<file path="src/sv/dfcc_ram.sv">
// generic single write port ram with registered read
module dfcc_ram #(
    parameter int WIDTH = 8,
    parameter int DEPTH = 256
) (
    input  logic                     i_clk,
    input  logic                     i_we,
    input  logic [$clog2(DEPTH)-1:0] i_waddr,
    input  logic [WIDTH-1:0]         i_wdata,
    input  logic                     i_re,
    input  logic [$clog2(DEPTH)-1:0] i_raddr,
    output logic [WIDTH-1:0]         o_rdata
);
    logic [WIDTH-1:0] r_mem [DEPTH];
    logic [WIDTH-1:0] r_rdata;

    always_ff @(posedge i_clk) begin
        if (i_we) begin
            r_mem[i_waddr] <= i_wdata;
        end
        if (i_re) begin
            r_rdata <= r_mem[i_raddr];
        end
    end

    assign o_rdata = r_rdata;
endmodule

</file>
<file path="config.mk">
export PLATFORM = sky130hd
export DESIGN_NAME = dfcc_ram
export DESIGN_NICKNAME = d
export VERILOG_FILES = /design/src/sv/dfcc_ram.sv
export SDC_FILE = /design/constraint.sdc
export NUM_CORES = 2
export LEC_CHECK = 0
export ABC_AREA = 1
export ABC_CLOCK_PERIOD_IN_PS = 1800
export BUFFER_PORTS_ARGS = -buffer_cell sky130_fd_sc_hd__buf_2
export CORE_AREA = 8 8 392 394
export CTS_BUF_LIST = sky130_fd_sc_hd__clkbuf_16
export CTS_CLUSTER_SIZE = 10
export DETAILED_ROUTE_END_ITERATION = 10
export DIE_AREA = 0 0 400 402
export PLACE_DENSITY = 0.75
export SETUP_SLACK_MARGIN = 0.02
export SLEW_MARGIN = 40
export SYNTH_ARGS = -nofsm -noshare
export SYNTH_HDL_FRONTEND = slang
export SYNTH_SLANG_ARGS = --single-unit
</file>
<file path="constraint.sdc">
create_clock -name i_clk -period 1.8 [get_ports i_clk]
set_input_delay 0.36 -clock i_clk [delete_from_list [all_inputs] [get_ports i_clk]]
set_output_delay 0.36 -clock i_clk [all_outputs]
set_load 0.02 [all_outputs]
</file>
==> results.sh <==
export IMPL_worstSkewPairLatency_ps=840
export IMPL_holdWs_ps=98.39
export IMPL_pin_count=35
export IMPL_worst_setup_path_start_kind="flop"
export IMPL_syn_inst=7003
export IMPL_rsz0062_at_grt="yes"
export IMPL_drt_iter0_markers=9481
export IMPL_cts_root_buf="clkbuf_16"
export IMPL_finalPower_mw=99.30
export IMPL_cp_end_kind="primary output"
export IMPL_status="finished with violations"
export IMPL_grt_max_degree=76
export IMPL_synthToLayoutAreaGrowth_pct=17.35
export IMPL_setup_worst_path_class="reg2out"
export IMPL_seq_area_frac_synth_pct=73.96
export IMPL_die_y_um=402
export IMPL_final_max_slew_viol_count=0
export IMPL_syn_area_per_cell_sq_um=11.92
export IMPL_die_w_um=400
export IMPL_cp_max_fo=1
export IMPL_dpl_worst_slack_ps=-1043
export IMPL_clkTransAtPathRegs_ps=50
export IMPL_grt_pass1_vias=56924
export IMPL_drive_gt1_share_pct=14.86
export IMPL_synth_xor_xnor_area_share_pct=0
export IMPL_dp_cells=9184
export IMPL_violations="setup timing"
export IMPL_synth_largest_area_cell="edfxtp_1"
export IMPL_yosysWarnings=0
export IMPL_required_ps=1440
export IMPL_max_freq_mhz=488.7
export IMPL_overflow=0
export IMPL_drtPass1Iterations=6
export IMPL_power_density_nw_per_um2=1014
export IMPL_vias=59216
export IMPL_nNetsFinal=7520
export IMPL_relSlewSlack_pct=52.42
export IMPL_setup_viol=8
export IMPL_grt_pass1_wl_mm=348.9
export IMPL_rows=141
export IMPL_worstHoldPathType="in2reg"
export IMPL_postRouteAntennaNets=0
export IMPL_path_buf_inv=1
export IMPL_syn_num_nets=7030
export IMPL_cpPeakStageDelay_ps=670
export IMPL_crit_chain="buf_6"
export IMPL_tightest_slew_ps=712.9
export IMPL_fin_worst_skew_ps=37.13
export IMPL_synth_simple_gate_area_share_pct=22.92
export IMPL_place_gp_congestion=0.9177
export IMPL_synth_top_family_by_area="simple AND/OR/NAND/NOR gates"
export IMPL_post_drt_wl_per_cell_um=25.06
export IMPL_layoutNonFillerInstCount=9449
export IMPL_synth_compound_area_share_pct=0
export IMPL_vias_per_cell=6.267
export IMPL_vdd_drop_max_uv=1081
export IMPL_drt_drc_violations_left=0
export IMPL_crit_arrival_ps=1690
export IMPL_synth_area_leaders="edfxtp_1 (74%), nand3_1 (12%), nand2_1 (9.5%)"
export IMPL_cp_slowest_cell="edfxtp_1"
export IMPL_netlist_area_leader_share_pct=73.96
export IMPL_dp_hpwl_mm=144.9
export IMPL_final_util_pct=66.58
export IMPL_antenna_found_initial=3
export IMPL_post_route_period_util_pct=113.7
export IMPL_htree_levels=4
export IMPL_p_leak_nw=35.39
export IMPL_start_util_pct=56.74
export IMPL_ys_ff_latch=2056
export IMPL_period_needed_ps=2046
export IMPL_setup_slack_ps=-246.2
export IMPL_clock_sinks=2056
export IMPL_hold_viol=0
export IMPL_cts_tree="yes"
export IMPL_die_area_sq_um=160800
export IMPL_grt_use_total_pct=28.57
export IMPL_wirelength_mm=236.8
export IMPL_place_port_buffers=34
export IMPL_cp_top_family="flip-flops"
export IMPL_fp_coreArea_sq_um=147100
export IMPL_synthesis_area_sq_um=83480
export IMPL_yosysUniqueCellTypes=13
export IMPL_synthAdderAreaFrac_pct=0
export IMPL_clockBufferDepth=3
export IMPL_maxCapViolations=0
export IMPL_synth_area_mux_share_pct=0
export IMPL_numCtsBuffers=224
[power breakdown]
group / internal [mW] / switching, mW / leakage, nW / total [mW]
registers: 52.8 / 0.0807 / 18.5 / 52.9
clock network: 22.0 / 17.2 / 2.92 / 39.2
logic: 2.23 / 4.97 / 14.0 / 7.20
total: 77.0 / 22.3 / 35.4 / 99.3
[timing repair]
action / in CTS / in global routing
cloned: 0 / 3
endpoints found under the setup margin: 16 / 16
resized for setup: 63 / 112
pin swaps: 5 / 26
buffers inserted: 0 / 1
hold endpoints to repair: 162 / 0
hold buffers: 9 / 0
[through the flow]
stage               area [sq um]  setup TNS, ps
global placement           91020         -56030
floorplan                  83580         -10530
global route               97950          -1534
CTS                        97300          -1496
finish                     97960          -1299
detailed placement         91020         -98850
[cells in the mapped netlist]
cell / n
buf_2: 268
inv_4: 1
edfxtp_1: 2056
inv_1: 36
buf_6: 16
buf_4: 46
clkbuf_1: 112
nand2_1: 2123
nand3_1: 2019
buf_8: 1
buf_1: 40
nor2_1: 283
inv_2: 2
[cells by family after synthesis]
logic type / count (synthesis)
buf+inv: 522
flops: 2056
simple gates: 4425
[layout by cell type, fill, tap and decap left out, drive strengths merged]
cell and instances:
nand3 2019, diode 4, inv 53, nor2 283, nand2 2123, edfxtp 2056
buf 735, clkinv 10, dlygate4sd3 9, clkbuf 227
[layer usage]
| layer | global-route usage, % | wire (um) |
|---|---|---|
| met1 | 38.13 | 85300 |
| met2 | 44.97 | 111300 |
| met3 | 6.367 | 28340 |
| met4 | 13.35 | 11810 |
| met5 | 0 | 0 |
[cell type report]
cell class              instances  area, sq um
repair inverters                1        11.26
clock buffers                 225         5630
repair buffers                746         7816
multi-input cells            4425        19860
diodes                          4        10.01
inverters                      39        190.2
clock inverters                23        286.5
flip-flops and latches       2056        61740
well taps                    1930         2415
fillers                      9814        49170
[worst paths after layout]
kind	startpoint	cells past startpoint	end	slack, ps
setup reg to reg	r_mem[136][3]	11	o_rdata[3]	30
hold reg to reg	r_mem[21][5]	10	o_rdata[5]	1100
hold / removal	i_raddr[7]	3	o_rdata[6]	100
setup / recovery	o_rdata[2]	1	o_rdata[2]	-250
[sequential cells by signal, indices dropped and copies added, names as in the netlist]
register and flops:
o_rdata 8, r_mem 2048
[worst reg2reg max path, stage by stage (launching register included)]
cell and delay [ps]:
edfxtp_1 380, nand2_1 90, nand3_1 100, nand3_1 140, nand3_1 120, nand3_2 130, nand3_4 110, nand3_2 100
buf_6 120, nand2_2 80, nand2_4 80, nand2_1 60
Power figures use the tool's default switching activity.
